--- src/hw/rtl/rwm_pkg.sv ---
`timescale 1ns / 1ps
package rwm_pkg;

	localparam int PIX_W   = 8;
	localparam int FIELD_W = 24;
	localparam int ROW_W   = 16;
	localparam int CFG_W   = 16;
	localparam int IDX_W   = 2;
	localparam int FW_W    = 11;
	localparam int RAD_W   = 2;

	typedef enum logic [IDX_W-1:0] {
		REG_RADIUS = 2'd0,
		REG_WIDTH  = 2'd1,
		REG_HEIGHT = 2'd2,
		REG_NONE   = 2'd3
	} reg_idx_t;

	typedef enum logic [7:0] {
		ST_IDLE  = 8'b0000_0001,
		ST_CHECK = 8'b0000_0010,
		ST_MINIT = 8'b0000_0100,
		ST_MRUN  = 8'b0000_1000,
		ST_MWAIT = 8'b0001_0000,
		ST_MDEC  = 8'b0010_0000,
		ST_MDONE = 8'b0100_0000,
		ST_SEND  = 8'b1000_0000
	} state_t;

	// control from the window walker to the per-channel selectors
	typedef struct packed {
		logic       clr;
		logic       smp_v;
		logic       dec;
		logic       first;
		logic [2:0] bit_idx;
	} sel_ctl_t;

endpackage

--- src/hw/rtl/rwm_sel.sv ---
`timescale 1ns / 1ps
// radix select of element tot/2, one bit of the result per pass over the window
module rwm_sel #(
	parameter int CNT_W = 6
) (
	input  logic                         clk,
	input  logic                         arst_n,
	input  rwm_pkg::sel_ctl_t            ctl,
	input  logic [rwm_pkg::PIX_W-1:0]    smp,
	output logic [rwm_pkg::PIX_W-1:0]    med
);

	logic [CNT_W-1:0]          cnt_q, tot_q, k_q, kk;
	logic [rwm_pkg::PIX_W-1:0] pfx_q, hi_mask;
	logic [rwm_pkg::PIX_W:0]   wide_mask;
	logic                      hit;

	always_comb begin
		wide_mask = {(rwm_pkg::PIX_W+1){1'b1}} << ({1'b0, ctl.bit_idx} + 4'd1);
		hi_mask   = wide_mask[rwm_pkg::PIX_W-1:0];
		hit       = (((smp ^ pfx_q) & hi_mask) == '0) && !smp[ctl.bit_idx];
		kk        = ctl.first ? (tot_q >> 1) : k_q;
	end

	always_ff @(posedge clk or negedge arst_n) begin
		if (!arst_n) begin
			cnt_q <= '0;
			tot_q <= '0;
			k_q   <= '0;
			pfx_q <= '0;
		end else if (ctl.clr) begin
			cnt_q <= '0;
			tot_q <= '0;
			pfx_q <= '0;
		end else if (ctl.dec) begin
			cnt_q <= '0;
			if (cnt_q > kk) begin
				k_q <= kk;
			end else begin
				k_q <= kk - cnt_q;
				pfx_q[ctl.bit_idx] <= 1'b1;
			end
		end else if (ctl.smp_v) begin
			if (hit) cnt_q <= cnt_q + 1'b1;
			if (ctl.first) tot_q <= tot_q + 1'b1;
		end
	end

	assign med = pfx_q;

endmodule

--- config.mk ---
export PLATFORM = sky130hd
export DESIGN_NAME = rwm_sel
export DESIGN_NICKNAME = d
export VERILOG_FILES = /design/src/hw/rtl/rwm_pkg.sv /design/src/hw/rtl/rwm_sel.sv
export SDC_FILE = /design/constraint.sdc
export NUM_CORES = 1
export LEC_CHECK = 0
export BUFFER_PORTS_ARGS = -buffer_cell sky130_fd_sc_hd__buf_2
export CAP_MARGIN = 10
export CORE_MARGIN = 3
export CORE_UTILIZATION = 35
export DETAILED_ROUTE_END_ITERATION = 10
export HOLD_SLACK_MARGIN = 0.08
export PLACE_DENSITY_LB_ADDON = 0.12
export SKIP_CTS_REPAIR_TIMING = 1
export SYNTH_ARGS = -nofsm -noshare
export SYNTH_HDL_FRONTEND = slang
export SYNTH_SLANG_ARGS = --single-unit
export TNS_END_PERCENT = 5
--- constraint.sdc ---
create_clock -name clk -period 2.54 [get_ports clk]
set_input_delay 0.254 -clock clk [delete_from_list [all_inputs] [get_ports clk]]
set_output_delay 0.254 -clock clk [all_outputs]
set_load 0.02 [all_outputs]
* Word level (Yosys, flattened, before mapping)
Index checks and enable logic that the tools add are counted.
** Operators by class
- Add/subtract/negate cells :: 4
- Magnitude comparators :: 3
- Eq/ne operators :: 2
- Shift-type cells :: 1
- Multiplexer cells :: 17
- Bitwise logic cells :: 4
- Reduce and logical (&&, ||, !) cells :: 13
** Operators with widths (count)
- $mux 6 :: 10
- $mux 8 :: 3
- $add 6x1->6 const B :: 2
- $shl 9x4->8 const A :: 1
- $and 8x8->8 :: 1
- $logic_not 8->1 :: 1
- $or 8x8->8 :: 1
- $xor 8x8->8 :: 1
- $gt 6x6->1 :: 1
- $reduce_and 2->1 :: 3
- $reduce_bool 2->1 :: 3
- $reduce_bool 3->1 :: 2
- $sub 6x6->6 :: 1
- $add 3x1->4 const B :: 1
- $lt 3x4->1 const B :: 1
- $bmux 1 s3 :: 1
- $demux 1 s3 :: 1
- $ge 3x1->1 const B :: 1
- $reduce_and 3->1 :: 1
- $logic_and 1x1->1 :: 2
- $mux 1 :: 2
- $ne 2x1->1 const B :: 1
- $ne 2x2->1 const B :: 1
- $logic_not 1->1 :: 1
- $not 1->1 :: 1
** Storage, ports and cells
- Register bits :: 26
- Input bits :: 17
- Output and inout port bits :: 8
- Word-level logic and storage cells :: 48

* Depth between registers and ports, before layout
Gate-level depths: netlist (run 1).
- Depth in word-level cells :: 9
- Depth in mapped cells :: 11
- Mapped depth without buffers :: 9

* Worst setup path after synthesis (run 1)
OpenSTA, ideal clock, no wires.
- Path kind :: in2reg
- Start :: input port ctl[3] (netlist bit)
- End :: register pfx_q, in the netlist med[6]
- Arrival :: 2461 ps
- Data required time :: 2408 ps
- Slack :: -53 ps
- Stages :: 11
- Path buffers :: 2
- Cells stage by stage :: clkbuf_1 > mux2i_1 > ha_1 > inv_1 > fa_1 > a21o_1 > a21o_1 > a31o_2 > clkbuf_1 > a41oi_1 > nor2_1
** Between the ends
- Longest elaborated chain between the ends :: 4
** Ends and longest elaborated chain
- from (decl) :: RTL line rwm_sel.sv:8 : input rwm_pkg::sel_ctl_t ctl,
- $mux 6 :: RTL line rwm_sel.sv:22 : kk = ctl.first ? (tot_q >> 1) : k_q;
- $gt 6x6->1 :: RTL line rwm_sel.sv:37 : if (cnt_q > kk) begin
- $ne 2x2->1 (no line)
- $reduce_and 2->1 (no line)
- to (signal assigned) :: RTL line rwm_sel.sv:30 : pfx_q <= '0;
- to (signal assigned) :: RTL line rwm_sel.sv:34 : pfx_q <= '0;
- to (signal, indexed assignment) :: RTL line rwm_sel.sv:41 : pfx_q[ctl.bit_idx] <= 1'b1;
- to (decl) :: RTL line rwm_sel.sv:14 : logic [rwm_pkg::PIX_W-1:0] pfx_q, hi_mask;
Every way passes these cells.
A chain may end at the register's enable or synchronous reset.

* Final worst setup path (run 1)
- Start :: register tot_q[1]
- End :: register pfx_q, in the netlist med[6]
** Between the ends
- Longest elaborated chain between the ends :: 4
** Ends and longest elaborated chain
- from (decl) :: RTL line rwm_sel.sv:13 : logic [CNT_W-1:0] cnt_q, tot_q, k_q, kk;
- from (signal assigned) :: RTL line rwm_sel.sv:45 : if (ctl.first) tot_q <= tot_q + 1'b1;
- $mux 6 :: RTL line rwm_sel.sv:22
- $gt 6x6->1 :: RTL line rwm_sel.sv:37
- $ne 2x2->1 (no line)
- $reduce_and 2->1 (no line)
Every way passes these cells.

==> results.cfg, run 1 <==
[floorplan]
die_h_um = 79.3
core_sq_um = 5140
row_count = 26
die-area_sq_um = 6290
die_w_um = 79.3
initial_core_util_pct = 36.6
io-pin-count = 25

[worst_setup_path]
startpoint_type = flop
crit_required_ps = 2690
critical_path_class = reg -> reg
cp_max_fo = 13
end_kind = flop
cp.arrival_ps = 2550
timing.rr.start = tot_q[1]
startpoint = tot_q[1]

[routing]
drc = 0
drt_pass1_iterations = 4
ant_nets = 0
vias = 1494
avgRoutedWirePerCell_um = 14.8
routed_wl_um = 4350
first_iter_violations = 68
via_per_inst = 5.10

[clocking]
cts_tree = yes
cts_buffer_depth = 2
cts_made_buffers = 3
htreeDepth = 1
clk_pin_slew_ps = 90
clk_latency_ps = 270
cts-root-buf = clkbuf_8
numClockSinks = 26

[synthesis]
synth_edf_count = 0
ys.flop_type = dfrtp_1
syn_nets = 226
ys.warnings.count = 0
synth-seq-area-share_pct = 34.6
synth_seq_cells = 26
yosysUniqueCellTypes = 47
async_reset_ff_share_pct = 100
syn-cell-area_sq_um = 1880
avgSynthCellArea_sq_um = 9.50
synthCells = 198

[sta]
rsz0062_at_grt = yes
skew_ps = 9.53
finalHoldViolCount = 0
maxSlewHeadroom_pct = 57.8
finalMaxSlewViolations = 0
tightestPinTransition_ps = 631
min_period_over_period_pct = 94.5
setup_tns_ps = 0
timing.fmax_ghz = 0.417
period_needed_ps = 2400
setup_viol = 0

[global_route]
antenna_found_initial = 0
grt_max_degree = 27
grt_pass1_wl_um = 7590
grtUsageTotal_pct = 15.4
globalRoute.totalOverflow = 0
first_global_vias = 1524

[layout]
syn2layout_area_growth_pct = 15.2
n_antenna_cell = 0
design_area_sq_um = 2170
fin_nets = 252
fillerInstances = 538
drive_gt1_share_pct = 22.0

[min_path]
hold_path.class = in -> reg
min_from = ctl[6]

[placed_design]
placed_area_sq_um = 2070
dp_hpwl_um = 3300
io_buffers = 24
gp_congestion = 0.815

[status]
outcome = complete, no violations

[flow_run]
cap_violations = 0

[power_and_ir_drop]
pwr_density_cell_nw_per_um2 = 605
power_w = 0.00131
vdd_drop_max_mv = 0.279
cellLeakagePower_nw = 0.940
-- metrics by stage --
step	util, %	hold slack, ps	instances	setup WS [ps]
floorplan	-	-41.6	198	61.5
global placement	40.3	306	288	115
detailed placement	40.3	316	288	52.8
CTS	41.7	8.50	292	72.4
global route	42.2	369	293	-12.2
finish	42.2	374	293	139
-- where the power goes --
group / switching, W / internal (W) / leakage [nW] / total, W
clock: 0.000130 / 0.000211 / 0.0357 / 0.000341
sequential: 0.0000297 / 0.000464 / 0.352 / 0.000494
combinational: 0.000268 / 0.000209 / 0.552 / 0.000476
total: 0.000428 / 0.000884 / 0.940 / 0.00131
-- routing by layer --
metal	up-vias	share of wire, %	GRT usage (%)
met5	-	0	0
met4	0	0.62	3.26
met3	2	3.4	3.06
met2	21	48	25.3
met1	712	48	21.0
li1	759	-	-
-- critical path, cell delays in order, from the launching register on --
cell and delay, ps:
dfrtp_1 430, mux2i_2 210, ha_1 200, inv_1 50
fa_1 390, a21o_1 190, a21o_1 220, a31o_4 310
a41oi_1 210, nor2_1 60
-- worst paths after layout --
kind	to	slack, ps	cells past startpoint
max in group asynchronous	cnt_q[0]	1590	2
max reg2reg	med[6]	140	9
max	med[6]	140	9
min reg2reg	k_q[2]	490	2
min	tot_q[3]	370	2
min in group asynchronous	tot_q[2]	520	2
-- synthesized netlist by cell type (all sizes together), types with 3 or more instances --
master	count	share of area (%)
dfrtp	26	35
nor2	22	4.4
nand2	19	3.8
ha	10	6.7
xor2	9	4.2
a31oi	8	2.7
inv	8	1.6
mux2	8	5.0
nand3	8	2.1
mux2i	7	3.7
nor2b	7	2.3
xnor2	7	3.3
a21oi	6	1.6
o21ai	6	2.2
clkbuf	5	1.0
nor4	5	3.8
a21o	3	1.2
and3	3	1.0
nor3	3	0.80
-- state kept, by name, indices dropped and copies added, names as in the netlist --
signal / flops
med: 8
tot_q: 6
k_q: 6
cnt_q: 6
-- area by class of cell --
type | instances | area [sq um] | area share [%]
well taps | 70 | 87.6 | 4.04
flip-flops and latches | 26 | 651 | 30.0
inverters | 8 | 30.0 | 1.39
clock inverters | 1 | 30.0 | 1.39
repair buffers | 28 | 153 | 7.04
multi-input cells | 157 | 1170 | 54.2
clock buffers | 3 | 41.3 | 1.91
-- placed cells by master, fill, tap and decap left out, types with 2 or more instances in the layout --
master,synthesis,layout
dfrtp_1,26,26
buf_2,0,24
nor2_1,22,22
nand2_1,19,19
ha_1,10,10
xor2_1,9,9
inv_1,8,8
a31oi_1,8,8
nand3_1,8,8
nor2b_1,7,7
xnor2_1,7,7
a21oi_1,6,6
mux2i_1,7,6
mux2_2,5,5
nor4_2,4,4
o21ai_0,5,4
a21o_1,3,3
and3_1,3,3
nor3_1,3,3
clkbuf_8,0,3
buf_4,1,3
mux2_1,2,2
a2bb2oi_2,2,2
or3_1,2,2
nand2b_1,2,2
o21a_1,2,2
-- cell families (layout without fill, tap and decap cells) --
kind of cell / Yosys count / in the layout / share of synthesized area [%]
flip-flops: 26 / 26 / 34.6
AO/OA/AOI/OAI: 39 / 39 / 15.6
adder cells (fa/ha/maj): 11 / 11 / 7.72
AND/OR/NAND/NOR: 76 / 76 / 22.4
multiplexers: 15 / 15 / 8.72
buffers and inverters: 15 / 40 / 3.59
XOR/XNOR: 16 / 16 / 7.45
Note: power is estimated with default switching activity, not from simulation.
==> run 2, diff against run 1 <==
--- a/config.mk
+++ b/config.mk
@@ -12,6 +12,7 @@
 export DETAILED_ROUTE_END_ITERATION = 10
 export HOLD_SLACK_MARGIN = 0.08
 export PLACE_DENSITY_LB_ADDON = 0.12
+export SETUP_SLACK_MARGIN = 0.4
 export SKIP_CTS_REPAIR_TIMING = 1
 export SYNTH_ARGS = -nofsm -noshare
 export SYNTH_HDL_FRONTEND = slang
==> constraint.sdc (replaced) <==
create_clock -name clk -period 2.2 [get_ports clk]
set_input_delay 0.22 -clock clk [delete_from_list [all_inputs] [get_ports clk]]
set_output_delay 0.22 -clock clk [all_outputs]
set_load 0.02 [all_outputs]
==> results.cfg, run 2 (synthesized netlist as in run 1, its figures left out) <==
[layout]
layout_commonest_cell = dfrtp_1
fin_nets = 263
multi_input_area_sq_um = 1240
n_antenna_cell = 0
final_cell_mix = 26 x dfrtp_1, 24 x buf_2, 22 x nor2_1, 19 x nand2_1, 12 x buf_4
drive_gt1_share_pct = 29.1
fillerInstances = 530
syn2layout_area_growth_pct = 23.0
seqCellArea_sq_um = 651
largest_reg_flops = 8

[clocking]
numClockSinks = 26
cts_buffer_depth = 2
clk_latency_ps = 280
cts_tree = yes
cts_made_buffers = 3
clk_pin_slew_ps = 100
cts-root-buf = clkbuf_8
htreeDepth = 1

[routing]
first_iter_violations = 66
via_per_inst = 5.18
routed_wl_um = 4730
avgRoutedWirePerCell_um = 15.6
ant_nets = 0
vias = 1574
drc = 0
drt_pass1_iterations = 4

[sta]
period_needed_ps = 2230
setup_viol = 3
setup_ws_ps = -34.6
finalMaxSlewViolations = 0
rsz0062_at_grt = yes
holdWs_ps = 324
maxSlewHeadroom_pct = 54.2
tightestPinTransition_ps = 685
min_period_over_period_pct = 102
timing.fmax_ghz = 0.447
finalHoldViolCount = 0
skew_ps = 1.79

[min_path]
hold_path.class = in -> reg
hold_depth = 2
min_from = ctl[6]
min_to = med[2]

[worst_setup_path]
cp_max_fo = 3
worstRegToRegCells = 7
critical_path_class = reg -> reg
crit_required_ps = 2420
crit_path_frequent_cell = o21a_1
crit_slowest_cell = o311ai_0
path_buf_inv = 0
reg2reg_to = k_q[5]
timing.rr.start = tot_q[2]
path_cells = mux2_2, ha_1, nor2b_1, o21a_1, o21a_1, o311ai_0, a32o_1
end_kind = flop
cp.arrival_ps = 2460
crit_path_max_incr_delay_ps = 420
cp_top_family = compound AO/OA/AOI/OAI gates
r2r_slack_ps = -30
startpoint_type = flop

[floorplan]
core_sq_um = 5140
io-pin-count = 25
die_h_um = 79.3
die_w_um = 79.3
row_count = 26
initial_core_util_pct = 36.6
die-area_sq_um = 6290

[global_route]
grt_use_met1_pct = 21.0
met2_usage_pct = 25.4
grtUsageTotal_pct = 15.5
grt_busiest_layer = met2
antenna_found_initial = 0
globalRoute.totalOverflow = 0
grt_pass1_wl_um = 7680
grt_use_met3_pct = 2.95
grt_max_degree = 27
first_global_vias = 1568

[placed_design]
gp_congestion = 0.806
dp_hpwl_um = 3460
io_buffers = 24
post-place-ws_ps = -117

[power_and_ir_drop]
power_w = 0.00168
cellLeakagePower_nw = 1.00
pwr_density_cell_nw_per_um2 = 728
vdd_drop_max_mv = 0.294

[status]
violations = setup timing
outcome = complete, but fails checks

[flow_run]
cap_violations = 0
## run 2: cell types whose count changed in the layout (fill, tap and decap cells not counted), sizes merged
| cell | before | now |
|---|---|---|
| buf | 27 | 37 |
| a31o | 1 | 2 |
## run 2: power breakdown
part	total, W	internal [W]	switching (W)
combinational	0.000698	0.000320	0.000379
clock	0.000413	0.000244	0.000170
sequential	0.000571	0.000536	0.0000356
total	0.00168	0.00110	0.000584
## run 2: area by class of cell
type | instances | area share (%)
multi-input cells | 158 | 53.7
flip-flops and latches | 26 | 28.1
repair buffers | 38 | 10.0
well taps | 70 | 3.79
clock buffers | 3 | 1.79
clock inverters | 1 | 1.30
inverters | 8 | 1.30
## run 2: through the flow
step	instance area, sq um	util (%)	instances	TNS (ps)
global route	2310	45.0	304	-1170
CTS	2240	43.6	301	-261
global placement	2170	42.2	297	-276
floorplan	1940	-	198	-9.96
finish	2310	45.0	304	-65.5
detailed placement	2170	42.2	297	-697
## run 2: worst max-delay path by stage
| stage | slack [ps] | end | from | cells past startpoint |
|---|---|---|---|---|
| global route | -120 | med[2] | tot_q[1] | 9 |
| floorplan | -10 | k_q[5] | tot_q[1] | 9 |
| CTS | -80 | k_q[1] | tot_q[1] | 9 |
| finish | -30 | k_q[5] | tot_q[2] | 7 |
| detailed placement | -120 | k_q[1] | ctl[3] | 10 |
| global placement | -70 | k_q[1] | ctl[3] | 10 |
## run 2: metal layers
metal  routed length [um]  vias to the layer above
li1                     -                      783
met1                 2340                      760
met2                 2190                       27
met3                  161                        4
met4                   44                        0
met5                    0                        -
==> run 3, diff against run 2 <==
--- a/config.mk
+++ b/config.mk
@@ -5,11 +5,11 @@
 export SDC_FILE = /design/constraint.sdc
 export NUM_CORES = 1
 export LEC_CHECK = 0
-export BUFFER_PORTS_ARGS = -buffer_cell sky130_fd_sc_hd__buf_2
 export CAP_MARGIN = 10
 export CORE_MARGIN = 3
 export CORE_UTILIZATION = 35
 export DETAILED_ROUTE_END_ITERATION = 10
+export DONT_BUFFER_PORTS = 1
 export HOLD_SLACK_MARGIN = 0.08
 export PLACE_DENSITY_LB_ADDON = 0.12
 export SETUP_SLACK_MARGIN = 0.4
==> results.cfg, run 3 (synthesized netlist as in run 1, its figures left out) <==
[routing]
via_per_inst = 5.29
routed_wl_um = 4820
vias = 1514
avgRoutedWirePerCell_um = 16.9
drc = 0
ant_nets = 0
drt_pass1_iterations = 4
first_iter_violations = 57

[sta]
setup_viol = 14
skew_ps = 1.29
finalHoldViolCount = 6
min_period_over_period_pct = 102
finalMaxSlewViolations = 0
timing.fmax_ghz = 0.445
tightestPinTransition_ps = 622
rsz0062_at_grt = yes
holdWs_ps = -4.42
maxSlewHeadroom_pct = 58.4
period_needed_ps = 2250
setup_ws_ps = -48.4
setup_tns_ps = -343

[power_and_ir_drop]
p_int_w = 0.00111
power.switching_w = 0.000552
power.share.clock_pct = 24.7
cellLeakagePower_nw = 0.933
pwr-share-comb_pct = 40.3
pwr_density_cell_nw_per_um2 = 736
vdd_drop_max_mv = 0.308
swShare_pct = 33.3
p_seq_share_pct = 35.1

[layout]
fin_nets = 245
final_cell_mix = 26 x dfrtp_1, 22 x nor2_1, 19 x nand2_1, 12 x buf_4
syn2layout_area_growth_pct = 19.8
layout_commonest_cell = dfrtp_1
fillerInstances = 537
drive_gt1_share_pct = 20.8
n_antenna_cell = 0
largest_reg_flops = 8
postLayoutCoreUtil_pct = 43.8
design_area_sq_um = 2250

[worst_setup_path]
crit_end = k_q[0]
timing.rr.start = tot_q[1]
cp_max_fo = 4
end_kind = flop
reg2reg_to = k_q[0]
startpoint_type = flop
cp.arrival_ps = 2420
crit_required_ps = 2370
critical_path_class = reg -> reg
startpoint = tot_q[1]
worstRegToRegCells = 9
r2r_slack_ps = -50

[floorplan]
core_sq_um = 5140
initial_core_util_pct = 36.6
die_h_um = 79.3
die-area_sq_um = 6290
die_w_um = 79.3
io-pin-count = 25
row_count = 26

[clocking]
htreeDepth = 1
cts_buffer_depth = 2
clk_pin_slew_ps = 100
cts_tree = yes
cts_made_buffers = 3
cts-root-buf = clkbuf_8
numClockSinks = 26
clk_latency_ps = 270

[global_route]
grtUsageTotal_pct = 15.4
globalRoute.totalOverflow = 0
first_global_vias = 1597
grt_max_degree = 27
antenna_found_initial = 0
grt_pass1_wl_um = 7620

[status]
outcome = complete, but fails checks
violations = hold timing, setup timing

[min_path]
hold_path.class = in -> reg
hold_depth = 1

[placed_design]
gp_congestion = 0.755
dp_hpwl_um = 3460
placed_area_sq_um = 2040
io_buffers = 0

[flow_run]
cap_violations = 0
run 3: cell type report:
cell class | count | area, sq um | share of cell area [%]
clock buffer | 3 | 41.3 | 1.83
clock inverter | 1 | 30.0 | 1.33
inverter | 8 | 30.0 | 1.33
multi-input combinational | 158 | 1230 | 54.7
sequential | 26 | 651 | 28.9
tap | 70 | 87.6 | 3.89
timing repair buffer | 20 | 181 | 8.05
run 3: how the worst min path moves through the flow:
stage / slack [ps] / endpoint / startpoint
4_1_cts: -380 / med[7] / arst_n
5_1_grt: -20 / med[2] / ctl[6]
6_report: -4 / med[3] / ctl[6]
2_1_floorplan: -80 / cnt_q[0] / arst_n
3_5_place_dp: -70 / med[5] / arst_n
3_3_place_gp: -70 / med[5] / arst_n
run 3: power groups by stage:
stage | Clock (W) | Sequential, W | Combinational, W
after floorplan | 0 | 0.000580 | 0.000435
after global placement | 0 | 0.000587 | 0.000538
after detailed placement | 0 | 0.000591 | 0.000548
after CTS | 0.000419 | 0.000583 | 0.000552
after global routing | 0.000439 | 0.000588 | 0.000733
final | 0.000409 | 0.000581 | 0.000668
run 3: critical path: stages (launching register included):
cell and delay [ps]:
dfrtp_1 410, mux2i_2 190, ha_2 230, inv_2 40, fa_2 350, a21o_1 170, a21o_4 230, a31oi_4 210
a21oi_1 100, a22o_1 200
run 3: metrics by stage:
step | std cells | power [W] | setup WS, ps
4_1_cts | 276 | 0.00155 | -113
5_1_grt | 286 | 0.00176 | -123
3_5_place_dp | 272 | 0.00114 | -96.8
3_3_place_gp | 272 | 0.00113 | -1.79
6_report | 286 | 0.00166 | -48.4
2_1_floorplan | 198 | 0.00102 | -9.96
run 3: layer usage:
layer  track usage, %  up-vias  part of all wire (%)
met5                0        -                     0
li1                 -      741                     -
met4             2.92        0                  0.50
met3             4.31        2                   5.8
met1             18.5      745                    44
met2             27.4       26                    50
